[src/rtl/keyword_table_cipher_core_defines.svh]
// ----------------------------------------------------------------------------
// Keyword table cipher: assertion macros
// Concurrent assertion wrappers, compiled out for synthesis.
// ----------------------------------------------------------------------------
`ifndef KEYWORD_TABLE_CIPHER_CORE_DEFINES_SVH
`define KEYWORD_TABLE_CIPHER_CORE_DEFINES_SVH

`ifndef SYNTHESIS
`define KTC_ASSERT_IMPLY(lbl, pre, post, msg) \
	lbl: assert property (@(posedge clk) disable iff (!arst_n) (pre) |-> (post)) \
		else $error(msg);
`define KTC_ASSERT_NEXT(lbl, pre, post, msg) \
	lbl: assert property (@(posedge clk) disable iff (!arst_n) (pre) |=> (post)) \
		else $error(msg);
`else
`define KTC_ASSERT_IMPLY(lbl, pre, post, msg)
`define KTC_ASSERT_NEXT(lbl, pre, post, msg)
`endif

`endif

[src/rtl/ktc_pkg.sv]
`timescale 1ns / 1ps
// ----------------------------------------------------------------------------
// Keyword table cipher: package
// Widths, command codes, controller states and alphabet constants.
// ----------------------------------------------------------------------------
package ktc_pkg;

	localparam int ROWS_DEF = 6;
	localparam int COLS_DEF = 6;
	localparam int SYM_W    = 8;
	localparam int CMD_W    = 2;
	localparam int LETTERS  = 26;
	localparam int LETTER_W = 5;
	localparam int REV_DEPTH = 2 ** SYM_W;

	localparam logic [SYM_W-1:0] CHAR_A = 8'h41;
	localparam logic [SYM_W-1:0] CHAR_Z = 8'h5A;

	typedef enum logic [CMD_W-1:0] {
		CMD_KEY    = 2'd0,
		CMD_FINISH = 2'd1,
		CMD_ENCODE = 2'd2,
		CMD_DECODE = 2'd3
	} cmd_t;

	typedef enum logic [2:0] {
		ST_CLEAR,
		ST_IDLE,
		ST_KEY,
		ST_FILL,
		ST_LOOK,
		ST_RES
	} state_t;

endpackage

[src/rtl/ktc_if.sv]
`timescale 1ns / 1ps
// ----------------------------------------------------------------------------
// Keyword table cipher: channel interfaces
// Request channel (command, symbol) and response channel (out_symbol, found).
// ----------------------------------------------------------------------------
interface ktc_req_if;
	logic                         valid;
	logic                         ready;
	logic [ktc_pkg::CMD_W-1:0]    command;
	logic [ktc_pkg::SYM_W-1:0]    symbol;

	modport source (output valid, output command, output symbol, input ready);
	modport sink   (input valid, input command, input symbol, output ready);
endinterface

interface ktc_rsp_if;
	logic                         valid;
	logic                         ready;
	logic [ktc_pkg::SYM_W-1:0]    out_symbol;
	logic                         found;

	modport source (output valid, output out_symbol, output found, input ready);
	modport sink   (input valid, input out_symbol, input found, output ready);
endinterface

[src/rtl/keyword_table_cipher_core.sv]
`timescale 1ns / 1ps
// ----------------------------------------------------------------------------
// Keyword table cipher core
// ROWS x COLS keyword table with a reverse symbol map; encodes and decodes
// bytes by moving one row down or up in the matching column.
// ----------------------------------------------------------------------------
// Usage:
//   req carries one command per transaction: key letter, finish, encode or
//   decode, with its symbol. rsp returns exactly one transaction for each.
//   Key letter: reverse map read, then cell and map write.
//   Finish: scans the letters from A, used or not, and writes each unused
//   one to the next free cell until the table is full or Z is passed (at
//   once if the table is already closed), then gives the result.
//   Encode/decode: reverse map read, then a cell read, then the result; a
//   following request of any kind is taken as the result is loaded, so
//   the next encode/decode starts only after the two synchronous memory
//   reads of the last one, which run in series, are done.
//   After reset the reverse map (one entry per byte value) is swept clear;
//   req.ready stays low during the sweep.
//   rsp is a registered output; while it is stalled the core carries the
//   current transaction up to its result (a key's table write waits with
//   it) and holds with req.ready low until the result register frees up.
// ----------------------------------------------------------------------------
`include "keyword_table_cipher_core_defines.svh"

module keyword_table_cipher_core #(
	parameter int ROWS = ktc_pkg::ROWS_DEF,
	parameter int COLS = ktc_pkg::COLS_DEF
) (
	input  logic      clk,
	input  logic      arst_n,
	ktc_req_if.sink   req,
	ktc_rsp_if.source rsp
);

	localparam int RW = $clog2(ROWS);
	localparam int FW = $clog2(ROWS + 1);
	localparam int CW = (COLS > 1) ? $clog2(COLS) : 1;
	localparam int SW = ktc_pkg::SYM_W;
	localparam int LW = ktc_pkg::LETTER_W;

	typedef struct packed {
		logic          valid;
		logic [RW-1:0] row;
		logic [CW-1:0] col;
	} rev_entry_t;

	ktc_pkg::state_t state_q, state_d;

	rev_entry_t        rev_mem [ktc_pkg::REV_DEPTH];
	rev_entry_t        rev_rd_q;
	logic [SW-1:0]     cell_mem [ROWS][COLS];
	logic [SW-1:0]     cell_rd_q;

	logic [SW-1:0]     clr_q;
	logic [FW-1:0]     fill_row_q;
	logic [CW-1:0]     fill_col_q;
	logic              closed_q;
	logic [ktc_pkg::LETTERS-1:0] letter_used_q;
	logic [LW-1:0]     letter_q;

	logic [SW-1:0]     sym_q;
	ktc_pkg::cmd_t     cmd_q;
	logic              hit_s2;
	logic              tgt_ok_s2;

	logic              out_valid_q;
	logic [SW-1:0]     out_sym_q;
	logic              out_found_q;

	logic              req_ready;
	logic              req_fire;
	logic              out_free;
	logic              table_full;
	logic              fill_done;
	logic              key_store;
	logic              rev_we;
	logic [SW-1:0]     rev_waddr;
	rev_entry_t        rev_wdata;
	logic              cell_we;
	logic [SW-1:0]     cell_wdata;
	logic              fill_adv;
	logic              letter_adv;
	logic              closed_set;
	logic              mark_letter;
	logic              out_load;
	logic [SW-1:0]     out_sym_d;
	logic              out_found_d;
	logic [RW-1:0]     tgt_row;
	logic              tgt_ok;
	logic [SW-1:0]     sym_off;
	logic [SW-1:0]     fill_sym;
	ktc_pkg::state_t   accept_state;

	assign req_fire   = req.valid && req_ready;
	assign out_free   = !out_valid_q || rsp.ready;
	assign table_full = (fill_row_q == FW'(ROWS));
	assign fill_done  = closed_q || table_full || (letter_q == LW'(ktc_pkg::LETTERS));
	assign key_store  = !closed_q && !table_full;
	assign sym_off    = sym_q - ktc_pkg::CHAR_A;
	assign fill_sym   = ktc_pkg::CHAR_A + SW'(letter_q);

	// neighbour row for encode (down) or decode (up), with wrap
	always_comb begin
		if (cmd_q == ktc_pkg::CMD_ENCODE) begin
			tgt_row = (rev_rd_q.row == RW'(ROWS - 1)) ? '0 : rev_rd_q.row + RW'(1);
		end else begin
			tgt_row = (rev_rd_q.row == '0) ? RW'(ROWS - 1) : rev_rd_q.row - RW'(1);
		end
		tgt_ok = (FW'(tgt_row) < fill_row_q) ||
			((FW'(tgt_row) == fill_row_q) && (rev_rd_q.col < fill_col_q));
	end

	always_comb begin
		case (ktc_pkg::cmd_t'(req.command))
			ktc_pkg::CMD_KEY:    accept_state = ktc_pkg::ST_KEY;
			ktc_pkg::CMD_FINISH: accept_state = ktc_pkg::ST_FILL;
			default:             accept_state = ktc_pkg::ST_LOOK;
		endcase
	end

	always_comb begin
		state_d     = state_q;
		req_ready   = 1'b0;
		rev_we      = 1'b0;
		rev_waddr   = sym_q;
		rev_wdata   = '0;
		cell_we     = 1'b0;
		cell_wdata  = sym_q;
		fill_adv    = 1'b0;
		letter_adv  = 1'b0;
		closed_set  = 1'b0;
		mark_letter = 1'b0;
		out_load    = 1'b0;
		out_sym_d   = sym_q;
		out_found_d = 1'b0;
		case (state_q)
			ktc_pkg::ST_CLEAR: begin
				rev_we    = 1'b1;
				rev_waddr = clr_q;
				if (clr_q == '1) begin
					state_d = ktc_pkg::ST_IDLE;
				end
			end
			ktc_pkg::ST_IDLE: begin
				req_ready = 1'b1;
				if (req.valid) begin
					state_d = accept_state;
				end
			end
			ktc_pkg::ST_KEY: begin
				if (out_free) begin
					out_load    = 1'b1;
					out_found_d = key_store;
					if (key_store) begin
						cell_we     = 1'b1;
						rev_we      = !rev_rd_q.valid;
						rev_wdata   = '{valid: 1'b1, row: fill_row_q[RW-1:0], col: fill_col_q};
						fill_adv    = 1'b1;
						mark_letter = sym_q inside {[ktc_pkg::CHAR_A:ktc_pkg::CHAR_Z]};
					end
					state_d = ktc_pkg::ST_IDLE;
				end
			end
			ktc_pkg::ST_FILL: begin
				if (fill_done) begin
					if (out_free) begin
						out_load   = 1'b1;
						out_sym_d  = '0;
						closed_set = 1'b1;
						state_d    = ktc_pkg::ST_IDLE;
					end
				end else begin
					letter_adv = 1'b1;
					if (!letter_used_q[letter_q]) begin
						cell_we    = 1'b1;
						cell_wdata = fill_sym;
						rev_we     = 1'b1;
						rev_waddr  = fill_sym;
						rev_wdata  = '{valid: 1'b1, row: fill_row_q[RW-1:0], col: fill_col_q};
						fill_adv   = 1'b1;
					end
				end
			end
			ktc_pkg::ST_LOOK: begin
				state_d = ktc_pkg::ST_RES;
			end
			ktc_pkg::ST_RES: begin
				if (out_free) begin
					out_load    = 1'b1;
					out_sym_d   = (hit_s2 && tgt_ok_s2) ? cell_rd_q : sym_q;
					out_found_d = hit_s2;
					req_ready   = 1'b1;
					state_d     = req.valid ? accept_state : ktc_pkg::ST_IDLE;
				end
			end
			default: begin
				state_d = ktc_pkg::ST_IDLE;
			end
		endcase
	end

	always_ff @(posedge clk or negedge arst_n) begin
		if (!arst_n) begin
			state_q       <= ktc_pkg::ST_CLEAR;
			clr_q         <= '0;
			fill_row_q    <= '0;
			fill_col_q    <= '0;
			closed_q      <= 1'b0;
			letter_used_q <= '0;
			letter_q      <= '0;
			out_valid_q   <= 1'b0;
		end else begin
			state_q <= state_d;
			if (state_q == ktc_pkg::ST_CLEAR) begin
				clr_q <= clr_q + SW'(1);
			end
			if (fill_adv) begin
				if (fill_col_q == CW'(COLS - 1)) begin
					fill_col_q <= '0;
					fill_row_q <= fill_row_q + FW'(1);
				end else begin
					fill_col_q <= fill_col_q + CW'(1);
				end
			end
			if (closed_set) begin
				closed_q <= 1'b1;
			end
			if (mark_letter) begin
				letter_used_q[sym_off[LW-1:0]] <= 1'b1;
			end
			if (req_fire) begin
				letter_q <= '0;
			end else if (letter_adv) begin
				letter_q <= letter_q + LW'(1);
			end
			if (out_load) begin
				out_valid_q <= 1'b1;
			end else if (rsp.ready) begin
				out_valid_q <= 1'b0;
			end
		end
	end

	// transaction payload and pipeline data
	always_ff @(posedge clk) begin
		if (req_fire) begin
			sym_q <= req.symbol;
			cmd_q <= ktc_pkg::cmd_t'(req.command);
		end
		if (state_q == ktc_pkg::ST_LOOK) begin
			hit_s2    <= rev_rd_q.valid;
			tgt_ok_s2 <= tgt_ok;
		end
		if (out_load) begin
			out_sym_q   <= out_sym_d;
			out_found_q <= out_found_d;
		end
	end

	// reverse map: byte value -> first cell holding it
	always_ff @(posedge clk) begin
		if (rev_we) begin
			rev_mem[rev_waddr] <= rev_wdata;
		end
		if (req_fire) begin
			rev_rd_q <= rev_mem[req.symbol];
		end
	end

	// cell table
	always_ff @(posedge clk) begin
		if (cell_we) begin
			cell_mem[fill_row_q[RW-1:0]][fill_col_q] <= cell_wdata;
		end
		if (state_q == ktc_pkg::ST_LOOK) begin
			cell_rd_q <= cell_mem[tgt_row][rev_rd_q.col];
		end
	end

	assign req.ready      = req_ready;
	assign rsp.valid      = out_valid_q;
	assign rsp.out_symbol = out_sym_q;
	assign rsp.found      = out_found_q;

	`KTC_ASSERT_IMPLY(a_fill_bound, 1'b1,
		(fill_row_q < FW'(ROWS)) || (table_full && (fill_col_q == '0)),
		"fill position beyond table")
	`KTC_ASSERT_NEXT(a_closed_sticks, closed_q, closed_q, "table reopened without reset")
	`KTC_ASSERT_NEXT(a_key_interlock,
		req_fire && (ktc_pkg::cmd_t'(req.command) == ktc_pkg::CMD_KEY),
		!req.ready, "request taken while key write pending")
	`KTC_ASSERT_NEXT(a_fill_step, (state_q == ktc_pkg::ST_FILL) && !fill_done,
		letter_q == $past(letter_q) + LW'(1), "finish sweep skipped a letter")

endmodule

[src/flat_wrapper.sv]
// flat-port wrapper written by rule: the top's interface ports become plain ports
module keyword_table_cipher_core_flat 
#(
	parameter int ROWS = ktc_pkg::ROWS_DEF,
	parameter int COLS = ktc_pkg::COLS_DEF
)
  (clk, arst_n, req_valid, req_command, req_symbol, req_ready, rsp_valid, rsp_out_symbol, rsp_found, rsp_ready);
  ktc_req_if req_i ();
  ktc_rsp_if rsp_i ();
  input  logic clk;
  input  logic arst_n;
  input wire logic [$bits(req_i.valid)-1:0] req_valid;
  input wire logic [$bits(req_i.command)-1:0] req_command;
  input wire logic [$bits(req_i.symbol)-1:0] req_symbol;
  output wire logic [$bits(req_i.ready)-1:0] req_ready;
  output wire logic [$bits(rsp_i.valid)-1:0] rsp_valid;
  output wire logic [$bits(rsp_i.out_symbol)-1:0] rsp_out_symbol;
  output wire logic [$bits(rsp_i.found)-1:0] rsp_found;
  input wire logic [$bits(rsp_i.ready)-1:0] rsp_ready;
  assign req_i.valid = req_valid;
  assign req_i.command = req_command;
  assign req_i.symbol = req_symbol;
  assign req_ready = req_i.ready;
  assign rsp_valid = rsp_i.valid;
  assign rsp_out_symbol = rsp_i.out_symbol;
  assign rsp_found = rsp_i.found;
  assign rsp_i.ready = rsp_ready;
  keyword_table_cipher_core #(.ROWS(ROWS), .COLS(COLS)) u_core (.clk(clk), .arst_n(arst_n), .req(req_i), .rsp(rsp_i));
endmodule
[config.mk]
export PLATFORM = sky130hd
export DESIGN_NAME = keyword_table_cipher_core_flat
export DESIGN_NICKNAME = d
export VERILOG_FILES = /design/src/rtl/ktc_pkg.sv /design/src/rtl/ktc_if.sv /design/src/rtl/keyword_table_cipher_core.sv /design/src/flat_wrapper.sv
export VERILOG_INCLUDE_DIRS = /design/src /design/src/rtl
export SDC_FILE = /design/constraint.sdc
export NUM_CORES = 2
export LEC_CHECK = 0
export ABC_CLOCK_PERIOD_IN_PS = 11100
export BUFFER_PORTS_ARGS = -buffer_cell sky130_fd_sc_hd__buf_2
export CAP_MARGIN = 40
export CELL_PAD_IN_SITES_DETAIL_PLACEMENT = 1
export CELL_PAD_IN_SITES_GLOBAL_PLACEMENT = 1
export CORE_UTILIZATION = 25
export DETAILED_ROUTE_END_ITERATION = 16
export PLACE_DENSITY = 0.42
export SYNTH_ARGS = -nofsm -noshare
export SYNTH_HDL_FRONTEND = slang
export SYNTH_SLANG_ARGS = --single-unit
[constraint.sdc]
create_clock -name clk -period 11.1 [get_ports clk]
set_clock_uncertainty 0.15 [all_clocks]
set_input_delay 2.22 -clock clk [delete_from_list [all_inputs] [get_ports clk]]
set_output_delay 2.22 -clock clk [all_outputs]
set_load 0.05 [all_outputs]
==> results.md <==
- Register bit count reported by yosys: roughly 2.2k
- Share of layout cells above drive strength 1: around 31%
- Worst hold path stage count: 1
- Area share of the leading cell type in the synthesized netlist: approximately 75%
- Worst min-delay path class: reg2reg
- Cell repeated most along the worst path: sky130_fd_sc_hd__buf_4
- Number of enable flip-flop cells after synthesis: roughly 2.1k
- Max Clk Rate: ~160 MHz
- Longest individual stage delay on the worst path: about 0.9 ns
- Register area share after synthesis: between 70% and 80%
- Reg power frac: 46.8%
- Clock transition at the registers of the reported paths: about 0.060 ns
- Die W: ~590 microns
- Proportion of total power due to net switching: about 28%
- Ordered cell list for the critical path: mux4_2, mux2_2, a211o_1, and3_1, a221oi_4, buf_4, nand3_1, buf_4, nor2_1
- Status: complete, no violations
- Number of hold buffers added after CTS: 0
- Routed wire length: 252.8 mm
- Relative contribution of the clock network to total power: around two fifths
- Port bufs: 24
- GR Util All Layers: between 10% and 20%
- First-pass GRT wire length: approximately 360 mm
- Placed wire-length estimate after detailed placement: approximately 160 mm
- Depth of the worst register-to-register path: 9
- Vertical extent of the die: just under 600 microns
- Global placement routability congestion: around 0.75
- RSZ-0062 raised after global routing: false
- Area of the die: 0.3430 sq mm
- Post-CTS Setup Repair Bufs: 0
- Number of nets in the layout: roughly 4.3k
- Global-route congestion overflow total: 0
- Vias: roughly 41k
- Commonest cells after routing, fill and taps aside: 2116 x sky130_fd_sc_hd__edfxtp_1, 623 x sky130_fd_sc_hd__mux4_2, 249 x sky130_fd_sc_hd__clkbuf_16
- Pin count of the biggest net entering global routing: about 220
- Net switching power: 5.664 mW
- Number of pins exceeding their max-slew limit in the final report: 0
- Highest-delay cell along the critical path: sky130_fd_sc_hd__a221oi_4
- Via count of the first global-routing pass: about 45k
- Combinational group share of total power: about 14%
- Number of iterations in the first detailed-routing pass: 5
- Growth of design area from synthesis to finish: 18.51%
- Element type at the critical path end: flip-flop
- Worst R2R Setup Slack: between 4 and 5 ns
- Fin Hold WS: 0.3027 ns
- Yosys cell types: 78
- Synth Area per Inst: 21.72 sq um
- Yosys warning count: 0
- End point of the critical path: u_core.rev_mem[200][0]$_DFFE_PP_
- Utilization after layout: between 20% and 30%
- Placement Cell Area: ~0.093 sq mm
- Signal arrival time at the worst endpoint: between 6 and 7 ns
- Total of cells resized after clock tree synthesis: 0
- Post-route DRC violation count: 0
- Clock tree from TritonCTS: built
- Fraction of synthesis flops using an asynchronous set or reset pin: around 2.3%
- Count of nets left with antenna violations after detail routing: 0
- Total number of H-tree levels: 4
- Most common cell after layout, fill and taps aside: sky130_fd_sc_hd__edfxtp_1
- Num ports: 25
- Inserted Clock Buffers: about 250
- Core box area: roughly 0.34 sq mm
- Synthesized net count: approximately 3.9k
- Int Power: roughly 15 mW
- Hold Vio Cnt, Final: 0
- Worst slew margin: between 10% and 20%
- Leakage power: approximately 31 nW
- Sinks on Clock Net: around 2.2k
- Mapped Area: between 0.08 and 0.09 sq mm
- Source-to-sink clock delay at the later pin of the worst-skew pair: approximately 0.90 ns
- Antenna violations before repair: 11
- Number of buffers on the longest clock path: 4
- Initial standard-cell utilization of the core: ~25%
- Final setup TNS: 0 ns
- Root buf cell: sky130_fd_sc_hd__clkbuf_16
- Worst reg2reg path startpoint: u_core.letter_q[1]$_DFFE_PN0P_
- Final setup violation count: 0
- Cell area power density: between 200 and 250 mW/mm^2
- Mean number of vias per cell: 4.605
- CP required: ~11 ns
- Mapped Cells: slightly below 4k
- Finished Cell Area: ~0.10 sq mm
- Maximum resistive drop on vdd: ~0.14 mV
- Launching element type of the critical path: flip-flop
- Shortest clock period the worst path allows after layout: between 6 and 7 ns
- DRC violation total after the first TritonRoute iteration: ~3.3k
- Launching element of the worst setup path: u_core.letter_q[1]$_DFFE_PN0P_
- Final period utilization: a little under three fifths
- FF-to-FF End: u_core.rev_mem[200][0]$_DFFE_PP_
- Average wire per standard cell: 28.12 microns
- Number of rows in the core area: around 210
- Most used DFF post-synth: sky130_fd_sc_hd__edfxtp_1
- Area leader, netlist: sky130_fd_sc_hd__edfxtp_1
- Type of the setup path with the least slack: reg2reg
- MaxCap Viol Count: 0
- Top cells by area in the synthesized netlist: sky130_fd_sc_hd__edfxtp_1 75%, sky130_fd_sc_hd__mux4_2 16%, sky130_fd_sc_hd__dfrtp_1 1.5%, sky130_fd_sc_hd__nor2_1 0.98%, sky130_fd_sc_hd__nor3_1 0.61%
- Largest fanout on the critical path: 12
- Least-Margin Pin Slew: roughly 1.3 ns
metrics by stage:
| step | power [mW] | cells | setup WS, ns |
|---|---|---|---|
| after detailed placement | 12.82 | 8542 | 4.380 |
| after global routing | 21.22 | 8988 | 4.810 |
| final | 20.50 | 8989 | 4.985 |
| after floorplan | 11.27 | 3920 | 1.317 |
| after CTS | 20.84 | 8984 | 4.826 |
| after global placement | 12.70 | 8409 | 4.356 |
logic make-up (layout without fill, tap and decap cells):
family	after synthesis	in the layout	share of synthesized area [%]
AOI/OAI and AO/OA	267	267	2.495
xor gates and xnor gates	13	13	0.1337
adders and majority gates	10	10	0.1469
buffers and inverters	255	807	1.161
DFF	2166	2166	76.08
muxes	657	657	16.88
other	0	2	0
and+or+nand+nor	552	552	3.097
metal layers:
| metal | track usage [%] | wire length (microns) | up-vias |
|---|---|---|---|
| met2 | 24.20 | 122000 | 906 |
| met3 | 2.199 | 11060 | 335 |
| li1 | - | - | 17370 |
| met4 | 4.245 | 6731 | 0 |
| met1 | 20.06 | 112900 | 22790 |
| met5 | 0 | 0 | - |
registers in the layout, summed over array words and instances (netlist names), 2 cells and up:
name / count
u_core.rsp.out_symbol: 8
u_core.fill_row_q: 3
u_core.cmd_q: 2
u_core.rev_mem: 1792
u_core.cell_mem: 288
u_core.cell_rd_q: 8
u_core.sym_q: 8
u_core.letter_used_q: 26
u_core.letter_q: 5
u_core.fill_col_q: 3
u_core.state_q: 3
u_core.clr_q: 8
u_core.rev_rd_q: 7
cells in the mapped netlist (all sizes together) (3+ instances only):
master,n
a221oi,16
nand3,43
o21ai,19
a21oi,20
mux4,623
buf,86
o21bai,7
a211o,6
a21o,30
nor3,110
a211oi,51
and2,13
nand3b,6
nand2b,11
xnor2,9
o221ai,10
xor2,4
or3,15
inv,33
nand2,75
mux2,6
or2,4
a22o,24
dfrtp,50
nand4,14
edfxtp,2116
nor2,223
mux2i,28
nor2b,12
nor3b,4
o211ai,6
a22oi,46
o22ai,10
ha,10
clkbuf,134
nor4,10
and3,3
cell type report:
cell class / count / area [sq um]
inverters: 35 / 138.9
repair buffers: 330 / 2889
multi-input cells: 1499 / 19690
clock inverters: 136 / 1267
well taps: 4515 / 5649
fillers: 33910 / 236700
clock buffers: 306 / 6485
diodes: 2 / 5.005
flip-flops and latches: 2166 / 64790
power by group through the flow:
stage          clock (mW)  combinational, mW  sequential, mW
5_1_grt              8.45               3.17            9.60
4_1_cts              8.18               3.07            9.59
6_report             7.93               2.98            9.59
2_1_floorplan           0               1.45            9.82
3_3_place_gp            0               2.94            9.76
3_5_place_dp            0               3.07            9.76
worst min path at each step:
stage | start | endpoint | slack [ns]
finish | u_core.letter_used_q[13]$_DFFE_PN0P_ | u_core.letter_used_q[13]$_DFFE_PN0P_ | 0.30
global route | u_core.letter_used_q[7]$_DFFE_PN0P_ | u_core.letter_used_q[7]$_DFFE_PN0P_ | 0.32
CTS | u_core.letter_used_q[23]$_DFFE_PN0P_ | u_core.letter_used_q[23]$_DFFE_PN0P_ | 0.31
detailed placement | u_core.letter_used_q[12]$_DFFE_PN0P_ | u_core.letter_used_q[12]$_DFFE_PN0P_ | 0.29
global placement | u_core.letter_used_q[20]$_DFFE_PN0P_ | u_core.letter_used_q[20]$_DFFE_PN0P_ | 0.29
floorplan | u_core.letter_used_q[5]$_DFFE_PN0P_ | u_core.letter_used_q[5]$_DFFE_PN0P_ | 0.27
worst max-delay path, delay by kind of cell, from the launching register on:
kind,cells,cell delay (ns)
compound gates,2,1.28
buf+inv,2,0.80
flops,1,0.76
mux,2,0.96
simple gates,3,1.78
Power figures use the tool's default switching activity.
